File: src/rtl/egc_pkg.sv
// ----------------------------------------------------------------------------
// egc_pkg
// Shared types, codes and constants for the Euler graph classifier.
// ----------------------------------------------------------------------------
package egc_pkg;

	// Default vertex capacity and fixed field widths
	localparam int MAX_VERTICES_DEF = 64;
	localparam int VCOUNT_W         = 7;
	localparam int VERT_W           = 6;
	localparam logic [VCOUNT_W-1:0] VCOUNT_RESET = 7'd64;

	// Item kinds
	localparam logic KIND_EDGE   = 1'b0;
	localparam logic KIND_FINISH = 1'b1;

	// Graph type codes
	localparam logic [1:0] GT_NON   = 2'd0;
	localparam logic [1:0] GT_SEMI  = 2'd1;
	localparam logic [1:0] GT_EULER = 2'd2;

	// Odd-vertex count after three strip steps: this value means "more than two"
	localparam logic [1:0] ODD_MANY = 2'd3;

	// Input beat
	typedef struct packed {
		logic              kind;
		logic [VERT_W-1:0] vertex_a;
		logic [VERT_W-1:0] vertex_b;
	} in_item_t;

	// Result beat
	typedef struct packed {
		logic [1:0] graph_type;
		logic       bad_edge_seen;
	} out_item_t;

	// Controller to datapath commands
	typedef struct packed {
		logic edge_load;    // record edge in bit vectors, read row a
		logic edge_bad;     // drop edge, set bad flag
		logic wr_a;         // write row a, read row b
		logic wr_b;         // write row b
		logic class_init;   // seed walk, load odd vector
		logic odd_step;     // strip lowest odd bit, count it
		logic walk_pick;    // pick a pending vertex, read its row
		logic walk_merge;   // OR fetched row into reached set
		logic result_load;  // load result register, clear graph state
	} cmd_t;

	// Datapath to controller status
	typedef struct packed {
		logic edge_bad;
		logic self_loop;
		logic found;
		logic pending_any;
	} status_t;

endpackage

File: src/rtl/egc_ctrl.sv
// ----------------------------------------------------------------------------
// egc_ctrl
// Controller: sequences edge read-modify-writes, the classification walk and
// the result handoff.
// ----------------------------------------------------------------------------
module egc_ctrl (
	input  logic             clk,
	input  logic             arst_n,
	input  logic             item_valid,
	input  logic             item_kind,
	input  logic             result_ready,
	input  egc_pkg::status_t status,
	output egc_pkg::cmd_t    cmd,
	output logic             item_ready,
	output logic             result_valid
);

	localparam logic [3:0] S_IDLE   = 4'd0;
	localparam logic [3:0] S_EDGE_A = 4'd1;
	localparam logic [3:0] S_EDGE_B = 4'd2;
	localparam logic [3:0] S_ODD0   = 4'd3;
	localparam logic [3:0] S_ODD1   = 4'd4;
	localparam logic [3:0] S_ODD2   = 4'd5;
	localparam logic [3:0] S_PICK   = 4'd6;
	localparam logic [3:0] S_MERGE  = 4'd7;
	localparam logic [3:0] S_RESULT = 4'd8;

	logic [3:0] state_q, state_d;
	logic       out_valid_q;
	logic       slot_free;

	assign item_ready   = (state_q == S_IDLE);
	assign result_valid = out_valid_q;
	assign slot_free    = !out_valid_q || result_ready;

	// Next state and commands
	always_comb begin
		state_d = state_q;
		cmd     = '0;
		case (state_q)
			S_IDLE: begin
				if (item_valid) begin
					if (item_kind == egc_pkg::KIND_FINISH) begin
						cmd.class_init = 1'b1;
						state_d        = S_ODD0;
					end else if (status.edge_bad) begin
						cmd.edge_bad = 1'b1;
					end else begin
						cmd.edge_load = 1'b1;
						state_d       = S_EDGE_A;
					end
				end
			end
			S_EDGE_A: begin
				cmd.wr_a = 1'b1;
				state_d  = status.self_loop ? S_IDLE : S_EDGE_B;
			end
			S_EDGE_B: begin
				cmd.wr_b = 1'b1;
				state_d  = S_IDLE;
			end
			S_ODD0: begin
				cmd.odd_step = 1'b1;
				state_d      = S_ODD1;
			end
			S_ODD1: begin
				cmd.odd_step = 1'b1;
				state_d      = S_ODD2;
			end
			S_ODD2: begin
				cmd.odd_step = 1'b1;
				state_d      = status.found ? S_PICK : S_RESULT;
			end
			S_PICK: begin
				if (status.pending_any) begin
					cmd.walk_pick = 1'b1;
					state_d       = S_MERGE;
				end else begin
					state_d = S_RESULT;
				end
			end
			S_MERGE: begin
				cmd.walk_merge = 1'b1;
				state_d        = S_PICK;
			end
			S_RESULT: begin
				if (slot_free) begin
					cmd.result_load = 1'b1;
					state_d         = S_IDLE;
				end
			end
			default: begin
				state_d = S_IDLE;
			end
		endcase
	end

	// State and output valid
	always_ff @(posedge clk or negedge arst_n) begin
		if (!arst_n) begin
			state_q     <= S_IDLE;
			out_valid_q <= 1'b0;
		end else begin
			state_q <= state_d;
			if (cmd.result_load) begin
				out_valid_q <= 1'b1;
			end else if (result_ready) begin
				out_valid_q <= 1'b0;
			end
		end
	end

`ifndef SYNTHESIS
	// A result never overwrites one still waiting
	assert property (@(posedge clk) disable iff (!arst_n)
		cmd.result_load |-> slot_free)
		else $error("result loaded over a pending beat");

	// An accepted finish beat starts odd counting next cycle
	assert property (@(posedge clk) disable iff (!arst_n)
		(item_valid && item_ready && item_kind == egc_pkg::KIND_FINISH)
		|=> state_q == S_ODD0)
		else $error("finish beat did not start classification");

	// Output valid rises only after the result state
	assert property (@(posedge clk) disable iff (!arst_n)
		$rose(out_valid_q) |-> $past(state_q) == S_RESULT)
		else $error("result valid without classification");

	// A row merge always follows a pick
	assert property (@(posedge clk) disable iff (!arst_n)
		state_q == S_MERGE |-> $past(cmd.walk_pick))
		else $error("merge without a fetched row");
`endif

endmodule

File: config.mk
export PLATFORM = sky130hd
export DESIGN_NAME = egc_ctrl
export DESIGN_NICKNAME = d
export VERILOG_FILES = /design/src/rtl/egc_pkg.sv /design/src/rtl/egc_ctrl.sv
export SDC_FILE = /design/constraint.sdc
export NUM_CORES = 1
export LEC_CHECK = 0
export BUFFER_PORTS_ARGS = -buffer_cell sky130_fd_sc_hd__buf_2
export CAP_MARGIN = 20
export CELL_PAD_IN_SITES_DETAIL_PLACEMENT = 1
export CELL_PAD_IN_SITES_GLOBAL_PLACEMENT = 2
export CORE_UTILIZATION = 26
export CTS_CLUSTER_DIAMETER = 200
export DETAILED_ROUTE_END_ITERATION = 12
export PLACE_DENSITY = 0.82
export REMOVE_ABC_BUFFERS = 1
export SYNTH_ARGS = -nofsm -noshare
export SYNTH_HDL_FRONTEND = slang
export SYNTH_SLANG_ARGS = --single-unit
File: constraint.sdc
create_clock -name clk -period 2.1 [get_ports clk]
set_input_delay 0.315 -clock clk [delete_from_list [all_inputs] [get_ports clk]]
set_output_delay 0.315 -clock clk [all_outputs]
set_load 0.01 [all_outputs]
==> results of run 1 <==
-- cell usage in the layout (no fill, tap or decap), types with 2 or more instances in the layout --
master / count
sky130_fd_sc_hd__and3_1: 2
sky130_fd_sc_hd__buf_2: 19
sky130_fd_sc_hd__clkbuf_4: 3
sky130_fd_sc_hd__dfrtp_1: 5
sky130_fd_sc_hd__nand2_1: 5
sky130_fd_sc_hd__nand2b_1: 4
sky130_fd_sc_hd__nor2_1: 2
sky130_fd_sc_hd__nor3_1: 3
sky130_fd_sc_hd__nor3b_1: 4
sky130_fd_sc_hd__o21ai_0: 4
-- how the worst max path moves through the flow --
stage	cells past startpoint	slack, ps	end
after floorplan	3	430	cmd[7]
after global placement	4	470	cmd[7]
after detailed placement	4	380	cmd[7]
after CTS	4	100	cmd[7]
after global routing	4	4	cmd[7]
final	4	130	cmd[7]
-- area by class of cell --
class / count / area share
tap: 16 / 0.03645
timing repair buffer: 20 / 0.1913
sequential: 5 / 0.2278
clock buffer: 4 / 0.04784
inverter: 1 / 0.006834
multi-input combinational: 38 / 0.4897
-- report_power, final --
| group | leakage (uW) | internal, uW | switching, uW | total [uW] |
|---|---|---|---|---|
| clock network | 0.0000150 | 72.2 | 45.5 | 118 |
| registers | 0.0000667 | 124 | 98.9 | 223 |
| logic | 0.000182 | 162 | 139 | 302 |
-- worst max-delay path, stage by stage (launching register included) --
cell                      delay [ps]
sky130_fd_sc_hd__dfrtp_1         530
sky130_fd_sc_hd__nor4_4          380
sky130_fd_sc_hd__nand2_1         120
sky130_fd_sc_hd__nor3b_1         210
sky130_fd_sc_hd__buf_2           170
-- stage by stage --
step / hold WS, ps / util / instance area [sq um] / power [uW]
2_1_floorplan: 19.41 / - / 397.9 / 417.9
3_3_place_gp: 131.2 / 0.3328 / 513.0 / 522.2
3_5_place_dp: 132.9 / 0.3328 / 513.0 / 527.9
4_1_cts: 394.2 / 0.3563 / 549.3 / 652.3
5_1_grt: 419.5 / 0.3563 / 549.3 / 700.4
6_report: 397.6 / 0.3563 / 549.3 / 642.4
-- flip-flops by register name, indices dropped and copies added (netlist names) --
name / flops
result_valid: 1
state_q: 4
-- kinds of logic (layout without fill, tap and decap cells) --
kind of cell,Yosys count,after routing,share of synthesized area
simple gates,26,26,0.4126
compound gates,12,12,0.2034
flops,5,5,0.2865
buf+inv,5,25,0.09740
-- layer usage --
layer  global-route usage  up-vias  part of all wire
li1                     -      213                 -
met1               0.1662      190              0.43
met2               0.2273       10              0.52
met3              0.02979        2             0.038
met4              0.09091        0             0.016
met5                    0        -                 0
-- what timing repair did --
item	4_1_cts	5_1_grt
hold buffers	1	0
hold endpoints to repair	5	0
buffers inserted	0	0
endpoints found under the setup margin	0	0
==> qor.json, run 1 <==
{
  "clockBufferDepth": 2,
  "slew_headroom": 0.6986,
  "floorplan.rows": 14,
  "nets": 78,
  "die_ar_sq_um": 1847,
  "die_width_um": 42.98,
  "reg2reg_from": "state_q[2]",
  "timing.setup.tns_ps": 0,
  "worst_setup_path_class": "flop to primary output",
  "synth_edf_count": 0,
  "drt_pre_antenna_iters": 2,
  "whs_endpoint": "state_q[1]",
  "ys_top_cells_by_area": "sky130_fd_sc_hd__dfrtp_1, sky130_fd_sc_hd__buf_6, sky130_fd_sc_hd__nor3b_1",
  "worst_setup_hold_path_clk_slew_ps": 50,
  "final_cells": 84,
  "min_period_over_period": 0.9384,
  "cp-start-kind": "flop",
  "worst-r2r-cell-count": 3,
  "synth_commonest_cells": "sky130_fd_sc_hd__dfrtp_1, sky130_fd_sc_hd__nand2_1, sky130_fd_sc_hd__nand2b_1, sky130_fd_sc_hd__nor3b_1, sky130_fd_sc_hd__o21ai_0",
  "setup_violations": 0,
  "post_detailed_route_drc_marker_count": 0,
  "pin_count": 20,
  "globalRoute.totalOverflow": 0,
  "final.setup.worst_slack_ps": 129.4,
  "area.growth.synth_to_final_pct": 25.79,
  "total_leakage_power_uw": 0.0002634,
  "detail_route.vias_per_cell": 4.940,
  "grt_first_pass_wirelength_mm": 1.932,
  "grt_antenna_before_repair": 0,
  "dp_worst_slack_ps": 378.2,
  "initial_core_util": 0.2833,
  "design.core.area_sq_um": 1541,
  "first_iter_violations": 5,
  "synth_async_sr_flop_share": 1.000,
  "crit_path_end_kind": "primary output",
  "clock_skew_ps": 2.440,
  "min_from": "status[2]",
  "cts_inserted_buffers": 3,
  "cp-startpoint": "state_q[2]",
  "port_buffers": 19,
  "rsz0062_at_grt": "no",
  "seqCellArea_sq_um": 125.1,
  "power.density_cell_area_nw_per_um2": 1170,
  "timing.critical_path.required_ps": 1780,
  "maxSlewViolCount": 0,
  "gp_congestion": 0.7748,
  "placed_cells_incl_taps": 79,
  "via_count_of_the_first_global_routing_pass": 446,
  "synth_top_flop_cell": "sky130_fd_sc_hd__dfrtp_1",
  "globalRouteTotalUtil": 0.1406,
  "worst_skew_pair.late_latency_ps": 250,
  "wirelength_mm": 1.092,
  "fp.dieH_um": 42.98,
  "tritoncts_clock_tree": "done",
  "cell_count_after_synthesis": 48,
  "synth_top_cell_by_area": "sky130_fd_sc_hd__dfrtp_1",
  "num-fill-cells": 204,
  "synth.yosys.seq_area_share": 0.2865,
  "yosysWarningCount": 0,
  "max-cap-violations": 0,
  "crit_arrival_ps": 1660,
  "routed_wl_per_cell_um": 13.00,
  "timing.hold.worst_path_depth": 4,
  "worst_slew_pin_slew_ps": 452.1,
  "vias": 415,
  "synth.avg_cell_area_sq_um": 9.097,
  "postSynthRegisterBits": 5,
  "peakVddDrop_mv": 0.3705,
  "maximum_number_of_pins_on_one_net_before_global_route_repair": 15,
  "regToRegSetupSlack_ps": 540,
  "cts-htree-levels": 1,
  "ant_nets": 0,
  "hold_violations": 0,
  "antenna_cells": 0,
  "number_of_library_cell_types_mapped_by_synthesis": 25,
  "post_cts.resized_instances": 0,
  "outcome": "completed",
  "cp_max_fo": 12,
  "timing.rr.end": "state_q[1]",
  "multiInputGateArea_sq_um": 269.0,
  "hold_path.class": "input port to flop",
  "clkSinkCount": 5,
  "maxClockFrequency_mhz": 507.5,
  "post_route_cells_drive_above_1_share": 0.3971,
  "synth_largest_type_area_fraction": 0.2865,
  "synthesized_area_sq_um": 436.7,
  "post-route-min-period_ps": 1971,
  "cts_root_buf": "sky130_fd_sc_hd__clkbuf_4",
  "place.detailed.hpwl_um": 813.1
}
Power figures use the tool's default switching activity.
==> inputs of run 2 (changes only) <==
--- a/config.mk
+++ b/config.mk
@@ -9,10 +9,12 @@
 export CAP_MARGIN = 20
 export CELL_PAD_IN_SITES_DETAIL_PLACEMENT = 1
 export CELL_PAD_IN_SITES_GLOBAL_PLACEMENT = 2
-export CORE_UTILIZATION = 26
+export CORE_MARGIN = 2
+export CORE_UTILIZATION = 28
+export CTS_BUF_LIST = sky130_fd_sc_hd__clkbuf_4 sky130_fd_sc_hd__clkbuf_8
 export CTS_CLUSTER_DIAMETER = 200
 export DETAILED_ROUTE_END_ITERATION = 12
-export PLACE_DENSITY = 0.82
+export PLACE_DENSITY = 0.87
 export REMOVE_ABC_BUFFERS = 1
 export SYNTH_ARGS = -nofsm -noshare
 export SYNTH_HDL_FRONTEND = slang
==> run 2 against run 1 <==
  * Cell count is the same
  * First-iteration DRC count shrank 40%
  * Critical path depth is the same
  * Sequential power is essentially flat
  * Setup slack gained 69 ps
  * Clock skew shrank 1.6 ps
  * Utilization grew 1.5 points
  * Routed wire length grew 1.1%
  * Count of clock-buffer cells in the layout is the same
  * Combinational power is essentially flat
==> qor.json, run 2 (synthesis results as in run 1) <==
{
  "outcome": "completed",
  "whs_endpoint": "state_q[1]",
  "rsz0062_at_grt": "no",
  "post_detailed_route_drc_marker_count": 0,
  "reg2reg_from": "state_q[2]",
  "drt_pre_antenna_iters": 2,
  "design.core.area_sq_um": 1489,
  "hold_violations": 0,
  "layout.cells.most_common_list": "sky130_fd_sc_hd__buf_2, sky130_fd_sc_hd__nand2_1, sky130_fd_sc_hd__dfrtp_1",
  "timing.setup.tns_ps": 0,
  "die_width_um": 43.49,
  "slew_headroom": 0.6773,
  "tritoncts_clock_tree": "done",
  "stdcell_area_sq_um": 553.0,
  "max_ffs_per_register": 4,
  "routed_wl_per_cell_um": 13.14,
  "wirelength_mm": 1.104,
  "clock_skew_ps": 0.8834,
  "timing.hold.worst_path_depth": 4,
  "detail_route.vias_per_cell": 5.107,
  "total_leakage_power_uw": 0.0002668,
  "post_route_cells_drive_above_1_share": 0.4118,
  "floorplan.rows": 14,
  "worst-r2r-cell-count": 3,
  "first_iter_violations": 3,
  "final_common_cell": "sky130_fd_sc_hd__buf_2",
  "cts_inserted_buffers": 3,
  "port_buffers": 19,
  "crit_arrival_ps": 1590,
  "antenna_cells": 0,
  "vias": 429,
  "area.growth.synth_to_final_pct": 26.65,
  "initial_core_util": 0.2933,
  "worst_skew_pair.late_latency_ps": 240,
  "hold_path.class": "input port to flop",
  "worst_setup_hold_path_clk_slew_ps": 40,
  "globalRouteTotalUtil": 0.1416,
  "clockBufferDepth": 2,
  "grt_first_pass_wirelength_mm": 1.987,
  "dpl_cell_area_sq_um": 513.0,
  "seqCellArea_sq_um": 125.1,
  "num-fill-cells": 187,
  "via_count_of_the_first_global_routing_pass": 473,
  "setup_violations": 0,
  "cp-start-kind": "flop",
  "peakVddDrop_mv": 0.3790,
  "gp_congestion": 0.7320,
  "crit_path_end_kind": "primary output",
  "nets": 78,
  "ant_nets": 0,
  "die_ar_sq_um": 1891,
  "largest_register": "state_q",
  "multiInputGateArea_sq_um": 269.0,
  "cts_root_buf": "sky130_fd_sc_hd__clkbuf_4",
  "place.detailed.hpwl_um": 850.7,
  "clkSinkCount": 5,
  "worst_setup_path_class": "flop to primary output",
  "max-cap-violations": 0,
  "min_from": "status[2]",
  "fp.dieH_um": 43.49,
  "cp_max_fo": 12,
  "post_cts.resized_instances": 0,
  "timing.rr.end": "state_q[1]",
  "maxSlewViolCount": 0,
  "cts-htree-levels": 1,
  "timing.critical_path.required_ps": 1780,
  "post-route-min-period_ps": 1902,
  "maximum_number_of_pins_on_one_net_before_global_route_repair": 15,
  "min_period_over_period": 0.9057,
  "globalRoute.totalOverflow": 0,
  "grt_antenna_before_repair": 0,
  "power.density_cell_area_nw_per_um2": 1179,
  "maxClockFrequency_mhz": 525.8,
  "pin_count": 20,
  "regToRegSetupSlack_ps": 560,
  "worst_slew_pin_slew_ps": 484.1
}
[run 2: cell count changes in the layout (fill, tap and decap cells not counted)]
cell	previous run	this run
sky130_fd_sc_hd__clkbuf_4	3	4
sky130_fd_sc_hd__clkbuf_1	1	0
[run 2: worst max-delay path by stage]
stage                     endpoint  cells after the start        from  slack, ps
after floorplan             cmd[7]                      3  state_q[2]        430
after global placement      cmd[7]                      4  state_q[2]        460
after detailed placement    cmd[7]                      4  state_q[2]        420
after CTS                   cmd[7]                      4  state_q[2]        160
after global routing        cmd[7]                      4  state_q[2]         40
final                       cmd[7]                      4  state_q[2]        200
[run 2: repair_timing]
item,4_1_cts,5_1_grt
setup buffers,0,0
setup endpoints to repair,0,0
hold buffers,1,0
hold endpoints to repair,5,0
[run 2: area by class of cell]
class                           count  share of cell area
Timing Repair Buffer               20              0.1900
Tap cell                           16             0.03620
Inverter                            1            0.006787
Clock buffer                        4             0.05430
Multi-Input combinational cell     38              0.4864
Sequential cell                     5              0.2262
[run 2: metrics by stage]
step	power, uW	std cells	setup slack (ps)	hold slack (ps)	util
finish	652.2	84	198.0	413.4	0.3714
floorplan	417.9	44	435.0	19.41	-
detailed placement	535.8	79	424.9	131.3	0.3445
CTS	664.6	84	163.4	407.3	0.3714
global route	716.7	84	38.26	420.1	0.3714
global placement	523.9	79	464.5	130.4	0.3445
[run 2: critical path, cell delays in order (launching register included)]
cell	delay, ps
sky130_fd_sc_hd__dfrtp_1	520
sky130_fd_sc_hd__nor4_4	370
sky130_fd_sc_hd__nand2_1	110
sky130_fd_sc_hd__nor3b_1	190
sky130_fd_sc_hd__buf_2	150
[run 2: layer usage]
metal | part of all wire | global-route usage | vias to the layer above
li1 | - | - | 213
met1 | 0.44 | 0.1692 | 205
met2 | 0.53 | 0.2328 | 11
met3 | 0.035 | 0.05000 | 0
met4 | 0 | 0.05455 | 0
met5 | 0 | 0 | -
[run 2: report_power, final]
part | internal, uW | switching (uW) | leakage [uW]
Combinational | 162 | 142 | 0.000182
Sequential | 124 | 101 | 0.0000667
Clock | 84.6 | 38.3 | 0.0000184
Total | 371 | 281 | 0.000267
==> inputs of run 3 (changes only) <==
--- a/config.mk
+++ b/config.mk
@@ -5,7 +5,7 @@
 export SDC_FILE = /design/constraint.sdc
 export NUM_CORES = 1
 export LEC_CHECK = 0
-export BUFFER_PORTS_ARGS = -buffer_cell sky130_fd_sc_hd__buf_2
+export BUFFER_PORTS_ARGS = -buffer_cell sky130_fd_sc_hd__buf_4
 export CAP_MARGIN = 20
 export CELL_PAD_IN_SITES_DETAIL_PLACEMENT = 1
 export CELL_PAD_IN_SITES_GLOBAL_PLACEMENT = 2
==> run 3 against run 2 <==
  * Routed wire length fell by 2.4%
  * Die area did not move
  * Global-route usage fell by 0.53 points
  * Register-to-register slack improved by 90 ps
  * Cell count did not move
  * Design area rose by 8.8%
  * Flip-flop and latch count did not move
  * Via count did not move
  * Setup slack got worse by 4.2 ps
==> qor.json, run 3 (synthesis results as in run 1) <==
{
  "drt_pre_antenna_iters": 3,
  "power.density_cell_area_nw_per_um2": 1145,
  "post_cts.repair.setup_buffers": 0,
  "wirelength_mm": 1.078,
  "nets": 78,
  "stdcell_area_sq_um": 601.8,
  "fin_util": 0.4042,
  "ant_nets": 0,
  "min_period_over_period": 0.9077,
  "tritoncts_clock_tree": "done",
  "reg2reg_from": "state_q[1]",
  "routed_wl_per_cell_um": 12.83,
  "gp_congestion": 0.7290,
  "port_buffers": 19,
  "cts-htree-levels": 1,
  "timing.setup.tns_ps": 0,
  "clkSinkCount": 5,
  "cts_root_buf": "sky130_fd_sc_hd__clkbuf_4",
  "worst_setup_hold_path_clk_slew_ps": 40,
  "max-cap-violations": 0,
  "clock_skew_ps": 0.4134,
  "worst_slew_pin_slew_ps": 466.7,
  "peakVddDrop_mv": 0.3344,
  "maximum_number_of_pins_on_one_net_before_global_route_repair": 15,
  "crit_arrival_ps": 1590,
  "final_common_cell": "sky130_fd_sc_hd__buf_4",
  "largest_register": "state_q",
  "die_width_um": 43.49,
  "globalRoute.totalOverflow": 0,
  "layout.cells.most_common_list": "sky130_fd_sc_hd__buf_4, sky130_fd_sc_hd__nand2_1",
  "timing.rr.end": "state_q[1]",
  "post-route-min-period_ps": 1906,
  "dpl_cell_area_sq_um": 560.5,
  "post_detailed_route_drc_marker_count": 0,
  "multiInputGateArea_sq_um": 269.0,
  "rsz0062_at_grt": "no",
  "design.core.area_sq_um": 1489,
  "post_route_cells_drive_above_1_share": 0.4265,
  "seqCellArea_sq_um": 126.4,
  "max_ffs_per_register": 4,
  "setup_violations": 0,
  "first_iter_violations": 4,
  "cp-start-kind": "flop",
  "detail_route.vias_per_cell": 5.107,
  "worst_skew_pair.late_latency_ps": 250,
  "timing.hold.worst_path_depth": 4,
  "regToRegSetupSlack_ps": 650,
  "hold_path.class": "input port to flop",
  "fp.dieH_um": 43.49,
  "timing.critical_path.required_ps": 1780,
  "num-fill-cells": 184,
  "outcome": "completed",
  "critical_path.endpoint": "cmd[7]",
  "total_leakage_power_uw": 0.0002732,
  "vias": 429,
  "final.setup.worst_slack_ps": 193.8,
  "floorplan.rows": 14,
  "crit_path_end_kind": "primary output",
  "worst-r2r-cell-count": 3,
  "grt_first_pass_wirelength_mm": 1.897,
  "maxSlewViolCount": 0,
  "clockBufferDepth": 2,
  "die_ar_sq_um": 1891,
  "cp_max_fo": 9,
  "worst_setup_path_class": "flop to primary output",
  "maxClockFrequency_mhz": 524.6,
  "dp_worst_slack_ps": 417.9,
  "via_count_of_the_first_global_routing_pass": 442,
  "area.growth.synth_to_final_pct": 37.82,
  "globalRouteTotalUtil": 0.1364,
  "slew_headroom": 0.6889,
  "cts_inserted_buffers": 3,
  "initial_core_util": 0.2933,
  "final_cells": 84,
  "pin_count": 20,
  "hold_violations": 0,
  "placed_cells_incl_taps": 79,
  "antenna_cells": 0,
  "grt_antenna_before_repair": 0,
  "cp-startpoint": "state_q[3]"
}
-- run 3: cell counts in the layout (fill, tap and decap cells not counted) --
No cell type changed its count.
-- run 3: layer usage --
layer  vias to the layer above  track usage  wire (um)
met5                         -            0          0
li1                        213            -          -
met3                         4      0.04167         57
met2                        12       0.2119        523
met4                         0      0.07273         17
met1                       200       0.1688        479
-- run 3: final cells by class --
class	instances	share of cell area
multi-input cells	38	0.4470
repair buffers	20	0.2536
flip-flops and latches	5	0.2100
clock buffers	4	0.04990
well taps	16	0.03326
inverters	1	0.006237
-- run 3: where the power goes --
part | total (uW) | internal [uW] | switching (uW) | leakage (uW)
sequential | 226 | 126 | 99.9 | 0.0000652
combinational | 338 | 195 | 143 | 0.000190
clock | 126 | 84.8 | 41.0 | 0.0000184
total | 689 | 405 | 284 | 0.000273
-- run 3: worst max-delay path, stage by stage (launching register included) --
cell and delay (ps):
sky130_fd_sc_hd__dfrtp_1 520, sky130_fd_sc_hd__nor4_4 360, sky130_fd_sc_hd__nand2_1 110, sky130_fd_sc_hd__nor3b_1 200
sky130_fd_sc_hd__buf_4 150
-- run 3: metrics by stage --
| stage | hold WS, ps | total power, uW |
|---|---|---|
| after floorplan | 19.41 | 417.9 |
| after global placement | 116.8 | 561.1 |
| after detailed placement | 118.9 | 567.8 |
| after CTS | 406.0 | 698.3 |
| after global routing | 405.6 | 750.6 |
| final | 401.7 | 688.8 |
-- run 3: repair_timing --
action / in CTS / in global routing
gates resized for setup: 0 / 1
endpoints found under the setup margin: 0 / 1
hold buffers: 1 / 0
endpoints found under the hold margin: 5 / 0
-- run 3: how the worst min path moves through the flow --
stage / startpoint / slack (ps) / endpoint
2_1_floorplan: arst_n / 20 / result_valid
3_3_place_gp: arst_n / 120 / state_q[1]
3_5_place_dp: arst_n / 120 / state_q[1]
4_1_cts: arst_n / 410 / state_q[1]
5_1_grt: arst_n / 410 / state_q[3]
6_report: status[2] / 400 / state_q[1]
